--- config.mk ---
export PLATFORM = sky130hd
export DESIGN_NAME = async_serial_word_receiver
export DESIGN_NICKNAME = d
export VERILOG_FILES = /design/src/rtl/core/asw_pkg.sv /design/src/rtl/core/asw_frame.sv /design/src/rtl/core/async_serial_word_receiver.sv
export SDC_FILE = /design/constraint.sdc
export NUM_CORES = 1
export LEC_CHECK = 0
export ABC_AREA = 1
export BUFFER_PORTS_ARGS = -buffer_cell sky130_fd_sc_hd__buf_2
export CORE_ASPECT_RATIO = 2
export CORE_MARGIN = 2
export CORE_UTILIZATION = 64
export CTS_CLUSTER_DIAMETER = 80
export CTS_CLUSTER_SIZE = 10
export DETAILED_ROUTE_END_ITERATION = 16
export PLACE_DENSITY_LB_ADDON = 0.2
export SLEW_MARGIN = 20
export SYNTH_ARGS = -nofsm -noshare
export SYNTH_HDL_FRONTEND = slang
export SYNTH_SLANG_ARGS = --single-unit
export TNS_END_PERCENT = 100
--- constraint.sdc ---
create_clock -name i_clk -period 5.05 [get_ports i_clk]
set_input_delay 0.2525 -clock i_clk [delete_from_list [all_inputs] [get_ports i_clk]]
set_output_delay 0.2525 -clock i_clk [all_outputs]
set_load 0.01 [all_outputs]
--- src/rtl/core/asw_pkg.sv ---
// ----------------------------------------------------------------------------
// asw_pkg
// Shared types and constants for the asynchronous serial word receiver.
// ----------------------------------------------------------------------------
package asw_pkg;

    // Fixed field widths
    localparam int WORD_BITS_W  = 4;
    localparam int STEP_W       = 16;
    localparam int STEP_FRAC    = 16;
    localparam int MAX_WORD     = 8;
    localparam int S_TDATA_W    = 8;
    localparam int M_TDATA_W    = 8;
    localparam int CFG_IDX_W    = 1;
    localparam int CFG_DATA_W   = 16;
    localparam int CNT_W        = 4;

    // Default fractional bits of the bit phase
    localparam int DEF_FRAC_BITS = 16;

    // Register indexes
    localparam logic [CFG_IDX_W-1:0] CFG_WORD_BITS  = 1'd0;
    localparam logic [CFG_IDX_W-1:0] CFG_PHASE_STEP = 1'd1;

    // Reset values of the registers
    localparam logic [WORD_BITS_W-1:0] RST_WORD_BITS  = 4'd5;
    localparam logic [STEP_W-1:0]      RST_PHASE_STEP = 16'd62;

    // Configuration as seen by the frame engine
    typedef struct packed {
        logic [WORD_BITS_W-1:0] word_bits;
        logic [STEP_W-1:0]      phase_step;
    } t_cfg;

    // Effective word width: 0 acts as 1, above 8 acts as 8
    function automatic logic [WORD_BITS_W-1:0] eff_width(
        input logic [WORD_BITS_W-1:0] wb
    );
        logic [WORD_BITS_W-1:0] w;
        w = wb;
        if (wb == '0) begin
            w = WORD_BITS_W'(1);
        end else if (wb > WORD_BITS_W'(MAX_WORD)) begin
            w = WORD_BITS_W'(MAX_WORD);
        end
        return w;
    endfunction

endpackage

--- src/rtl/core/asw_frame.sv ---
// ----------------------------------------------------------------------------
// asw_frame
// Frame engine: bit phase accumulator, bit counter and shift word. Takes one
// line sample per cycle when advanced and flags a finished character.
// ----------------------------------------------------------------------------
module asw_frame #(
    parameter int FRAC_BITS = asw_pkg::DEF_FRAC_BITS
) (
    input  logic                          i_clk,
    input  logic                          i_rst_n,
    input  logic                          i_adv,
    input  logic                          i_sample,
    input  asw_pkg::t_cfg                 i_cfg,
    output logic                          o_emit,
    output logic [asw_pkg::MAX_WORD-1:0]  o_word
);
    import asw_pkg::*;

    // Phase spans minus one half to below two bits
    localparam int PW  = FRAC_BITS + 2;
    localparam int SHL = (FRAC_BITS >= STEP_FRAC) ? (FRAC_BITS - STEP_FRAC) : 0;
    localparam int SHR = (FRAC_BITS >= STEP_FRAC) ? 0 : (STEP_FRAC - FRAC_BITS);
    localparam logic signed [PW-1:0] ONE   = PW'(1) <<< FRAC_BITS;
    localparam logic signed [PW-1:0] START = -(PW'(1) <<< (FRAC_BITS - 1));

    logic                     r_idle,  n_idle;
    logic signed [PW-1:0]     r_phase, n_phase;
    logic [CNT_W-1:0]         r_bits,  n_bits;
    logic [MAX_WORD-1:0]      r_word,  n_word;

    logic signed [PW-1:0]     step_s;
    logic signed [PW-1:0]     sum;
    logic [WORD_BITS_W-1:0]   w;
    logic [MAX_WORD-1:0]      top_bit;

    // Rescale step to the phase format
    assign step_s = (FRAC_BITS >= STEP_FRAC) ? (PW'(i_cfg.phase_step) << SHL)
                                             : PW'(i_cfg.phase_step >> SHR);
    assign sum     = r_phase + step_s;
    assign w       = eff_width(i_cfg.word_bits);
    assign top_bit = MAX_WORD'(1) << (w - WORD_BITS_W'(1));

    // Next state for one sample
    always_comb begin
        n_idle  = r_idle;
        n_phase = r_phase;
        n_bits  = r_bits;
        n_word  = r_word;
        o_emit  = 1'b0;
        if (i_adv) begin
            if (r_idle) begin
                if (!i_sample) begin
                    n_idle  = 1'b0;
                    n_phase = START;
                    n_bits  = '0;
                    n_word  = '0;
                end
            end else if (sum < ONE) begin
                n_phase = sum;
            end else begin
                n_phase = sum - ONE;
                if ((r_bits >= CNT_W'(w)) && i_sample) begin
                    // stop bit: character complete
                    o_emit = 1'b1;
                    n_idle = 1'b1;
                end else begin
                    n_word = (r_word >> 1) + (i_sample ? top_bit : '0);
                    if (r_bits < CNT_W'(w)) begin
                        n_bits = r_bits + CNT_W'(1);
                    end
                end
            end
        end
    end

    assign o_word = r_word;

    // State registers
    always_ff @(posedge i_clk) begin
        if (!i_rst_n) begin
            r_idle  <= 1'b1;
            r_phase <= '0;
            r_bits  <= '0;
            r_word  <= '0;
        end else begin
            r_idle  <= n_idle;
            r_phase <= n_phase;
            r_bits  <= n_bits;
            r_word  <= n_word;
        end
    end

endmodule

--- src/rtl/core/async_serial_word_receiver.sv ---
// ----------------------------------------------------------------------------
// async_serial_word_receiver
// Recovers start/stop framed characters from hard-decision line samples.
// ----------------------------------------------------------------------------
// Usage:
//   Slave stream (s_axis): one line sample per transfer, tdata bit 0.
//   Master stream (m_axis): one received character per transfer.
//   Config channel: index 0 = word_bits, 1 = phase_step; always ready; the user
//   must write only while no sample or character is in flight (not enforced).
// Path: a sample waits in the input register until the frame engine takes it,
//   which it does while the output register is free; a character is offered
//   on m_axis from the edge at which the engine takes its stop sample.
// Throughput: one sample per cycle while the output is not blocked, set by the
//   phase update of the frame engine.
// Reset: the receiver waits for a start bit, registers return to
//   word_bits = 5 and phase_step = 62, both streams empty.
// Stall: while a character waits on m_axis the input register still takes
//   one sample; tready drops only when that register is also full and the
//   output is blocked.
// ----------------------------------------------------------------------------
module async_serial_word_receiver #(
    parameter int FRAC_BITS = asw_pkg::DEF_FRAC_BITS
) (
    input  logic                            i_clk,
    input  logic                            i_rst_n,
    // sample stream
    input  logic                            s_axis_tvalid,
    output logic                            s_axis_tready,
    input  logic [asw_pkg::S_TDATA_W-1:0]   s_axis_tdata,   // [0] line_sample
    // character stream
    output logic                            m_axis_tvalid,
    input  logic                            m_axis_tready,
    output logic [asw_pkg::M_TDATA_W-1:0]   m_axis_tdata,   // [7:0] word
    // configuration writes
    input  logic                            i_cfg_valid,
    output logic                            o_cfg_ready,
    input  logic [asw_pkg::CFG_IDX_W-1:0]   i_cfg_index,
    input  logic [asw_pkg::CFG_DATA_W-1:0]  i_cfg_data
);
    import asw_pkg::*;

    t_cfg                 r_cfg;
    logic                 r_in_valid;
    logic                 r_in_sample;
    logic                 r_out_valid;
    logic [MAX_WORD-1:0]  r_out_word;

    logic                 out_free;
    logic                 adv;
    logic                 emit;
    logic [MAX_WORD-1:0]  word;

    assign o_cfg_ready   = 1'b1;
    assign out_free      = !r_out_valid || m_axis_tready;
    assign adv           = r_in_valid && out_free;
    assign s_axis_tready = !r_in_valid || out_free;
    assign m_axis_tvalid = r_out_valid;
    assign m_axis_tdata  = M_TDATA_W'(r_out_word);

    // Configuration registers
    always_ff @(posedge i_clk) begin
        if (!i_rst_n) begin
            r_cfg.word_bits  <= RST_WORD_BITS;
            r_cfg.phase_step <= RST_PHASE_STEP;
        end else if (i_cfg_valid) begin
            case (i_cfg_index)
                CFG_WORD_BITS:  r_cfg.word_bits  <= i_cfg_data[WORD_BITS_W-1:0];
                CFG_PHASE_STEP: r_cfg.phase_step <= i_cfg_data[STEP_W-1:0];
                default: ;
            endcase
        end
    end

    // Input register
    always_ff @(posedge i_clk) begin
        if (!i_rst_n) begin
            r_in_valid <= 1'b0;
        end else if (s_axis_tready) begin
            r_in_valid <= s_axis_tvalid;
        end
    end

    always_ff @(posedge i_clk) begin
        if (s_axis_tready && s_axis_tvalid) begin
            r_in_sample <= s_axis_tdata[0];
        end
    end

    // Frame engine
    asw_frame #(
        .FRAC_BITS (FRAC_BITS)
    ) u_frame (
        .i_clk    (i_clk),
        .i_rst_n  (i_rst_n),
        .i_adv    (adv),
        .i_sample (r_in_sample),
        .i_cfg    (r_cfg),
        .o_emit   (emit),
        .o_word   (word)
    );

    // Output register
    always_ff @(posedge i_clk) begin
        if (!i_rst_n) begin
            r_out_valid <= 1'b0;
        end else if (out_free) begin
            r_out_valid <= emit;
        end
    end

    always_ff @(posedge i_clk) begin
        if (emit) begin
            r_out_word <= word;
        end
    end

    // A finished character always lands in the output register
    a_emit_lands: assert property (@(posedge i_clk) disable iff (!i_rst_n)
        emit |=> r_out_valid)
        else $error("character lost on emit");

    // Emit only happens when the output register is free
    a_emit_free: assert property (@(posedge i_clk) disable iff (!i_rst_n)
        emit |-> (adv && out_free))
        else $error("emit without free output register");

    // A held sample is kept while the output is blocked
    a_in_hold: assert property (@(posedge i_clk) disable iff (!i_rst_n)
        (r_in_valid && !out_free) |=> (r_in_valid && $stable(r_in_sample)))
        else $error("held sample dropped");

endmodule

==> metrics.cfg, run 1 <==
[timing]
max_freq_mhz=327
relSlewSlack=0.283
min_period_ps=3060
setup_viol=0
clock_skew_ps=6.64
rsz0062_at_grt=false
timing.final.hold_violations=0
min_period_over_period=0.605
report.final.slew_viol_count=0
fin_setup_tns_ps=0
tightestPinTransition_ps=1070

[floorplanning]
io_pins=41
die_y_microns=114
start_util=0.653
die_area_sq_um=6760
coreArea_sq_um=5960
num_rows=40
die_width_microns=59.1

[layout]
final_nets=649
syn_to_final_growth_pct=12.7
multiInputGateArea_sq_um=2220
finalNonFillerCells=655
drive_gt1_frac=0.118
final.fill_count=481
layout.area.seq_sq_um=1330
num_antenna_cells=0
final_core_util=0.737

[synthesis]
synthFlopType=dfxtp_1
seq_area_frac_synth=0.342
ys_seq_elements=62
ys_top_cells_by_count=nand2_1 (145), inv_1 (66), nor2_1 (62)
synth.top_cell.area_share=0.273
synth-async-reset-ratio=0
yosys.cell_types.count=39
synthTopCellsByArea=dfxtp_1 (27%), nand2_1 (14%), ha_1 (9.6%)
syn_area_sq_um=3890
yosysTopAreaCell=dfxtp_1
syn_inst=557
syn_nets=619
yosysWarnings=0
yosysMostFrequentCell=nand2_1
synth_edf_count=9
avgSynthCellArea_sq_um=6.99

[place]
placedCellCount=639
place.gp.congestion=0.976
portBuffers=32
dp.final_hpwl_microns=7310

[clocking]
htree_levels=3
cts-root-buf=clkbuf_16
clkSinkCount=62
cts_tree=yes
clk_latency_ps=340
post-cts-setup-buffer-count=0
clk_pin_slew_worst_paths_ps=50
cts_buffer_depth=2
hold_buffers=0
numCtsBuffers=9
cts-resized-gates=0

[hold_path]
min_path_type=input port to flop
hold_start=s_axis_tdata[0]

[drt]
wl_per_cell_microns=15.2
num_vias=3716
drt_first_pass_iters=4
wirelength_microns=9950
drtIter0Drc=213
drc_errors=0
vias_per_cell=5.67
antenna_left=0

[pwr]
p_sw_frac=0.235
power_density_nw_per_um2=310
pwr-share-comb=0.094
leakage_nw=2.15
pwr-share-clk=0.517
p_int_w=0.00104
finalPower_w=0.00136
seqPwrFrac=0.388
switchingPower_w=0.000320
ir_drop_mv=0.281

[worst_setup_path]
crit_type=flop to flop
path_max_fanout=15
startpoint_type=flop
endpoint_kind=flop
r2r_start=r_cfg[0]
cp.arrival_ps=3210
crit_required_ps=5210
startpoint=r_cfg[0]

[run_status]
status=finished, final reports clean

[grt]
antenna_found_initial=0
grt_max_degree=30
grt_pass1_wl_microns=16300
grt_overflow=0
grt_pass1_vias=3864
track_usage=0.324

[job]
maxCapViolCount=0

[worst paths after layout]
kind	depth (start not counted)	endpoint	slack [ps]
setup / recovery	18	u_frame.r_bits[0]	1990
hold / removal	1	r_in_sample	100
setup reg to reg	18	u_frame.r_bits[0]	1990
hold reg to reg	0	m_axis_tdata[0]	440
[metrics by stage]
| stage | area, sq um | hold WS [ps] | worst slack, ps |
|---|---|---|---|
| after floorplan | 3890 | 351 | 2640 |
| after global placement | 4050 | 417 | 2110 |
| after detailed placement | 4050 | 424 | 2040 |
| after CTS | 4390 | 94.7 | 2010 |
| after global routing | 4390 | 100 | 1690 |
| final | 4390 | 98.6 | 1990 |
[flip-flops by register name, summed over array words and instances, names as in the netlist]
| register | flops |
|---|---|
| r_in_sample | 1 |
| r_cfg | 20 |
| u_frame.r_bits | 4 |
| u_frame.r_phase | 18 |
| u_frame.o_word | 8 |
| u_frame.r_idle | 1 |
| r_in_valid | 1 |
| m_axis_tdata | 8 |
| m_axis_tvalid | 1 |
[per-layer routing]
metal / vias up / GRT usage / wire, microns
li1: 1886 / - / -
met1: 1680 / 0.274 / 3320
met2: 102 / 0.624 / 5710
met3: 48 / 0.0531 / 337
met4: 0 / 0.238 / 578
met5: - / 0 / 0
[power groups by stage]
| stage | clock [W] | combinational, W | sequential (W) |
|---|---|---|---|
| 6_report | 0.000703 | 0.000128 | 0.000528 |
| 3_5_place_dp | 0 | 0.000126 | 0.000538 |
| 5_1_grt | 0.000732 | 0.000144 | 0.000530 |
| 3_3_place_gp | 0 | 0.000123 | 0.000538 |
| 2_1_floorplan | 0 | 0.0000993 | 0.000533 |
| 4_1_cts | 0.000710 | 0.000128 | 0.000528 |
[layout by cell type, fill, tap and decap left out, types with 2 or more instances in the layout]
cell type | synthesis | layout
buf_2 | 1 | 32
fa_1 | 2 | 2
a21oi_2 | 6 | 6
clkbuf_16 | 0 | 9
o21ai_1 | 3 | 3
nand3_1 | 45 | 45
nor3_1 | 5 | 5
nand4_1 | 15 | 15
ha_1 | 30 | 30
o21ai_0 | 19 | 19
o21a_1 | 2 | 2
a21boi_0 | 2 | 2
nand3_2 | 3 | 3
or2_2 | 4 | 4
bufinv_16 | 0 | 3
xnor2_1 | 5 | 5
xor2_1 | 2 | 2
nor2_1 | 62 | 62
nor2_2 | 2 | 2
o211ai_1 | 2 | 2
dfxtp_1 | 53 | 53
edfxtp_1 | 9 | 9
nand2_1 | 145 | 145
nand3b_1 | 2 | 2
a21oi_1 | 44 | 44
nor2_4 | 2 | 2
inv_1 | 66 | 66
nand2_2 | 4 | 4
[layout make-up]
type                            instances  area share
Sequential cell                        62       0.303
Clock buffer                           10      0.0522
Inverter                               68      0.0588
Timing Repair Buffer                   32      0.0365
Tap cell                               63      0.0180
Multi-Input combinational cell        414       0.506
Clock inverter                          6      0.0254
[critical path, stage by stage, from the launching register on]
cell	delay [ps]
dfxtp_1	340
ha_1	220
inv_1	70
fa_1	430
inv_1	100
nand2_1	60
nand2_2	100
nand2_1	80
nand2_1	110
nand3_1	110
nand2_1	90
nand2_1	50
nand2_1	80
ha_1	220
nor2_1	80
nor2_4	330
nand3_1	220
nand2_1	100
a21oi_1	80
[kinds of logic after synthesis]
| kind of cell | count (synthesis) | synth area share |
|---|---|---|
| other | 1 | 0.000964 |
| AND/OR/NAND/NOR | 291 | 0.328 |
| flip-flops | 62 | 0.342 |
| AO/OA/AOI/OAI | 83 | 0.119 |
| XOR/XNOR | 7 | 0.0158 |
| buffers and inverters | 81 | 0.0878 |
| adder cells (fa/ha/maj) | 32 | 0.107 |
No activity file was read; power rests on OpenSTA's default activity.
==> inputs of run 2 (changes only) <==
Settings changed: CORE_UTILIZATION 64 to 59.
Clock period 5.05 ns to 3.2 ns, I/O delays scaled along.
==> metrics.cfg, run 2 (same netlist as run 1, synthesis figures left out) <==
[worst_setup_path]
reg2reg_depth=20  ; +2
worstReg2RegEnd=u_frame.o_word[7]
path_max_fanout=8  ; -7
startpoint=r_cfg[0]
endpoint_kind=flop
startpoint_type=flop
crit_type=flop to flop
crit_path_end=u_frame.o_word[7]
cp.arrival_ps=3250  ; +40 ps
rrSetupSlack_ps=210  ; -1780 ps
r2r_start=r_cfg[0]
crit_required_ps=3460  ; -1750 ps

[layout]
largest_reg_flops=20  ; unchanged
final.fill_count=599  ; +25%
final_common_cell=nand2_1
final_nets=654  ; +0.77%
num_antenna_cells=0  ; unchanged
layout.area.seq_sq_um=1330  ; unchanged
top_regs=r_cfg: 20 flops, u_frame.r_phase: 18 flops
mostFrequentLayoutCells=nand2_1 (145), inv_1 (65), nor2_1 (62)
multiInputGateArea_sq_um=2220  ; unchanged
top_register=r_cfg
drive_gt1_frac=0.124  ; +0.00571
final_core_util=0.695  ; -0.0412
syn_to_final_growth_pct=13.7

[timing]
timing.final.hold_violations=0  ; unchanged
tightestPinTransition_ps=997  ; -76.6 ps
relSlewSlack=0.335  ; +0.0511
setup_viol=0  ; unchanged
hold_ws_ps=25.9  ; -72.7 ps
clock_skew_ps=7.14  ; +0.501 ps
min_period_over_period=0.934  ; +0.329
fin_setup_tns_ps=0  ; unchanged
min_period_ps=2990  ; -66.0 ps
report.final.slew_viol_count=0  ; unchanged
max_freq_mhz=334  ; +2.2%
layout_setup_ws_ps=210  ; -1780 ps

[pwr]
ir_drop_mv=0.345  ; +23%
power_density_nw_per_um2=449  ; +45%
p_int_w=0.00149  ; +43%
switchingPower_w=0.000499  ; +56%
finalPower_w=0.00199  ; +46%
leakage_nw=2.14  ; -0.44%
pwr-share-clk=0.473  ; -0.044
p_sw_frac=0.251  ; +0.0159
seqPwrFrac=0.420  ; +0.032
pwr-share-comb=0.107  ; +0.013

[place]
pre_cts_slack_ps=235  ; -1800 ps
dp.final_hpwl_microns=7350  ; +0.51%
portBuffers=32  ; unchanged
place.gp.congestion=0.989  ; +1.4%

[clocking]
cts_buffer_depth=2  ; unchanged
clkSinkCount=62  ; unchanged
numCtsBuffers=9  ; unchanged
cts_tree=yes
clk_pin_slew_worst_paths_ps=50  ; about the same
cts-root-buf=clkbuf_16
htree_levels=3  ; unchanged
clk_latency_ps=340  ; about the same

[drt]
wl_per_cell_microns=14.5  ; -4.2%
antenna_left=0  ; unchanged
wirelength_microns=9940  ; -0.11%
drtIter0Drc=227  ; +6.6%
drc_errors=0  ; unchanged
vias_per_cell=5.49  ; -3.2%
num_vias=3751  ; +0.94%
drt_first_pass_iters=4  ; unchanged

[hold_path]
min_path_type=input port to flop
min_delay_path_depth=3  ; +2

[floorplanning]
die_width_microns=61.4  ; +3.9%
coreArea_sq_um=6360  ; +6.8%
start_util=0.612  ; -0.0416
die_y_microns=119  ; +4.0%
num_rows=41  ; +2.5%
die_area_sq_um=7300  ; +8.0%
io_pins=41  ; unchanged

[grt]
grt_overflow=0  ; unchanged
antenna_found_initial=0  ; unchanged
track_usage=0.305  ; -0.0189
grt_pass1_wl_microns=16600  ; +1.6%
grt_pass1_vias=3882  ; +0.47%
grt_max_degree=30  ; unchanged

[job]
maxCapViolCount=0  ; unchanged

[run_status]
status=finished, final reports clean

run 2: cell count changes in the layout (fill, tap and decap cells not counted), sizes merged:
| cell | delta |
|---|---|
| buf | +4 |
| dlygate4sd3 | +1 |
| clkinv | +1 |
| bufinv | -2 |
| clkinvlp | +2 |
| inv | -1 |
run 2: per-stage QoR:
stage | instances | area (sq um)
after floorplan | 557 | 3890
after global placement | 662 | 4080
after detailed placement | 662 | 4080
after CTS | 679 | 4380
after global routing | 683 | 4420
final | 683 | 4420
run 2: layer usage:
layer / vias to the layer above / part of all wire / GRT usage
met3: 45 / 0.035 / 0.0749
met1: 1713 / 0.33 / 0.257
met5: - / 0 / 0
li1: 1895 / - / -
met4: 0 / 0.071 / 0.241
met2: 98 / 0.57 / 0.550
run 2: worst min-delay path by stage:
stage,start,end,slack (ps)
global placement,s_axis_tdata[0],r_in_sample,340
floorplan,s_axis_tdata[0],r_in_sample,260
detailed placement,s_axis_tdata[0],r_in_sample,340
finish,i_cfg_data[4],r_cfg[4],30
CTS,i_cfg_data[4],r_cfg[4],20
global route,i_cfg_data[4],r_cfg[4],30
run 2: cell type report:
type	count	share of cell area
Tap cell	86	0.0243
Timing Repair Buffer	37	0.0481
Inverter	68	0.0591
Sequential cell	62	0.301
Clock buffer	10	0.0518
Clock inverter	6	0.0141
Multi-Input combinational cell	414	0.502
run 2: what timing repair did:
action,in CTS,in global routing
setup buffers,0,4
hold buffers,1,0
hold endpoints to repair,1,0
endpoints found under the setup margin,0,16
resized for setup,0,1
run 2: critical path, stage by stage, from the launching register on:
cell and delay (ps):
dfxtp_1 340, ha_1 220, inv_1 80, fa_1 430
inv_1 100, nand2_1 60, nand2_2 100, nand2_1 70
nand2_1 110, nand3_1 110, nand2_1 90, nand2_1 60
nand2_1 80, ha_1 210, nor2_1 90, nor2_4 230
buf_12 150, nand3_1 110, nor2_1 140, nor2_1 60
nor2_1 80
run 2: power by group through the flow:
stage	sequential (W)	clock [W]	combinational, W
after floorplan	0.000841	0	0.000157
after global placement	0.000849	0	0.000194
after detailed placement	0.000849	0	0.000200
after CTS	0.000833	0.000954	0.000204
after global routing	0.000836	0.000985	0.000240
final	0.000834	0.000940	0.000212
==> inputs of run 3 (changes only) <==
Settings changed: CORE_UTILIZATION 59 to 54, PLACE_DENSITY set to 0.85, PLACE_DENSITY_LB_ADDON 0.2 to unset.
Clock period 3.2 ns to 2.6 ns, I/O delays scaled along.
==> metrics.cfg, run 3 (same netlist as run 1, synthesis figures left out) <==
[timing]
layout_setup_ws_ps=-31.5  ; -241 ps
report.final.slew_viol_count=0  ; unchanged
timing.final.hold_violations=0  ; unchanged
min_period_ps=2630  ; -359 ps
relSlewSlack=0.348  ; +0.0131
tightestPinTransition_ps=978  ; -19.6 ps
setup_viol=7  ; +7
clock_skew_ps=8.50  ; +1.36 ps
max_freq_mhz=380  ; +14%
min_period_over_period=1.01  ; +0.0777
rsz0062_at_grt=true

[layout]
layout.area.seq_sq_um=1340  ; +0.28%
final_core_util=0.685  ; -0.0108
mostFrequentLayoutCells=nand2_1 (138), inv_1 (63), nor2_1 (59)
largest_reg_flops=20  ; unchanged
drive_gt1_frac=0.206  ; +0.0819
top_register=r_cfg
final_common_cell=nand2_1
num_antenna_cells=0  ; unchanged
top_regs=r_cfg: 20 flops, u_frame.r_phase: 18 flops
final.fill_count=538  ; -10%
syn_to_final_growth_pct=22.1
finalNonFillerCells=702  ; +2.8%
final_nets=669  ; +2.3%
multiInputGateArea_sq_um=2440  ; +9.8%

[clocking]
clkSinkCount=62  ; unchanged
cts_buffer_depth=2  ; unchanged
clk_latency_ps=330  ; about the same
htree_levels=3  ; unchanged
cts-root-buf=clkbuf_16
clk_pin_slew_worst_paths_ps=50  ; about the same
numCtsBuffers=9  ; unchanged
cts_tree=yes

[grt]
use_met2=0.533  ; -0.0173
grt.met1_usage=0.234  ; -0.0228
antenna_found_initial=0  ; unchanged
grt_pass1_vias=3938  ; +1.4%
grt_pass1_wl_microns=16900  ; +1.7%
grt_overflow=0  ; unchanged
track_usage=0.277  ; -0.0288
use_met3=0.0452  ; -0.0298
busiest_layer=met2
grt_max_degree=30  ; unchanged

[worst_setup_path]
critPathBufInv=3  ; unchanged
crit_required_ps=2840  ; -620 ps
crit_type=flop to flop
cp.arrival_ps=2880  ; -370 ps
rrSetupSlack_ps=-30  ; -240 ps
path_max_fanout=5  ; -3
endpoint_kind=flop
cp_cell_sequence=ha_4 -> inv_2 -> fa_2 -> inv_2 -> nand2_2 -> nand2_2 -> nand2_2 -> nand2_2 -> nand3_2 -> nand2_1 -> nand2_1 -> nand2_2 -> ha_4 -> nor2_4 -> nor2_4 -> buf_6 -> nand3_1 -> a21oi_1
crit_top_cell=nand2_2
startpoint_type=flop
max_stage_delay_ps=360  ; -70 ps
cp_slowest_cell=fa_2
cp_top_family=simple AND/OR/NAND/NOR gates

[drt]
num_vias=4021  ; +7.2%
drc_errors=0  ; unchanged
vias_per_cell=5.73  ; +4.3%
wirelength_microns=11000  ; +10%
antenna_left=0  ; unchanged
wl_per_cell_microns=15.6  ; +7.3%
drtIter0Drc=277  ; +22%
drt_first_pass_iters=5  ; +1

[floorplanning]
start_util=0.561  ; -0.0511
die_area_sq_um=7940  ; +8.8%
die_y_microns=124  ; +4.4%
io_pins=41  ; unchanged
num_rows=43  ; +4.9%
coreArea_sq_um=6940  ; +9.1%
die_width_microns=64.0  ; +4.2%

[run_status]
violations=setup timing
status=finished with violations

[job]
maxCapViolCount=0  ; unchanged

[place]
place.gp.congestion=1.03  ; +4.2%
dp.final_hpwl_microns=7470  ; +1.7%
pre_cts_slack_ps=-139  ; -374 ps
placedCellCount=681  ; +2.9%
portBuffers=32  ; unchanged

[hold_path]
min_path_type=input port to flop

[pwr]
leakage_nw=2.24  ; +4.7%
ir_drop_mv=0.513  ; +49%
power_density_nw_per_um2=524  ; +17%

run 3: cell types whose count changed in the layout (fill, tap and decap cells not counted), sizes merged:
cell / previous run / this run
buf: 36 / 50
clkbuf: 10 / 12
clkinvlp: 3 / 1
clkinv: 4 / 3
inv: 66 / 67
nor2: 66 / 67
run 3: per-stage QoR:
stage                     area (sq um)  setup TNS (ps)  total power [W]  hold WS [ps]
after floorplan                   3890               0          0.00123           229
after global placement            4210           -74.0          0.00129           308
after detailed placement          4210           -1290          0.00130           309
after CTS                         4560               0          0.00245          10.3
after global routing              4750           -1760          0.00258          20.5
final                             4750            -112          0.00249          12.7
run 3: cell type report:
cell class                      instances  share of cell area
Clock buffer                           12              0.0498
Inverter                               68              0.0543
Multi-Input combinational cell        415               0.513
Tap cell                               90              0.0237
Timing Repair Buffer                   51              0.0685
Clock inverter                          4              0.0100
Sequential cell                        62               0.281
run 3: metal layers:
metal | part of all wire | up-vias
li1 | - | 1922
met1 | 0.33 | 1851
met3 | 0.039 | 77
met4 | 0.086 | 0
met5 | 0 | -
met2 | 0.54 | 171
run 3: final timing paths:
check                         start                end  depth (start not counted)
hold reg to reg   u_frame.o_word[0]    m_axis_tdata[0]                          0
setup / recovery           r_cfg[0]  u_frame.o_word[4]                         18
hold / removal        i_cfg_data[5]           r_cfg[5]                          3
setup reg to reg           r_cfg[0]  u_frame.o_word[4]                         18
run 3: tightest hold or removal path, delay by kind of cell:
family                 cells  cell delay, ps
buffers and inverters      1              70
AND/OR/NAND/NOR            2             100
run 3: where the power goes:
part           internal [W]  switching, W
combinational      0.000113      0.000187
sequential          0.00100     0.0000320
clock              0.000738      0.000416
run 3: repair_timing:
action	4_1_cts	5_1_grt
gates cloned	1	0
endpoints found under the hold margin	1	0
pin swaps	6	16
hold buffers	1	0
buffers inserted	1	2
gates resized for setup	11	43
endpoints found under the setup margin	12	20
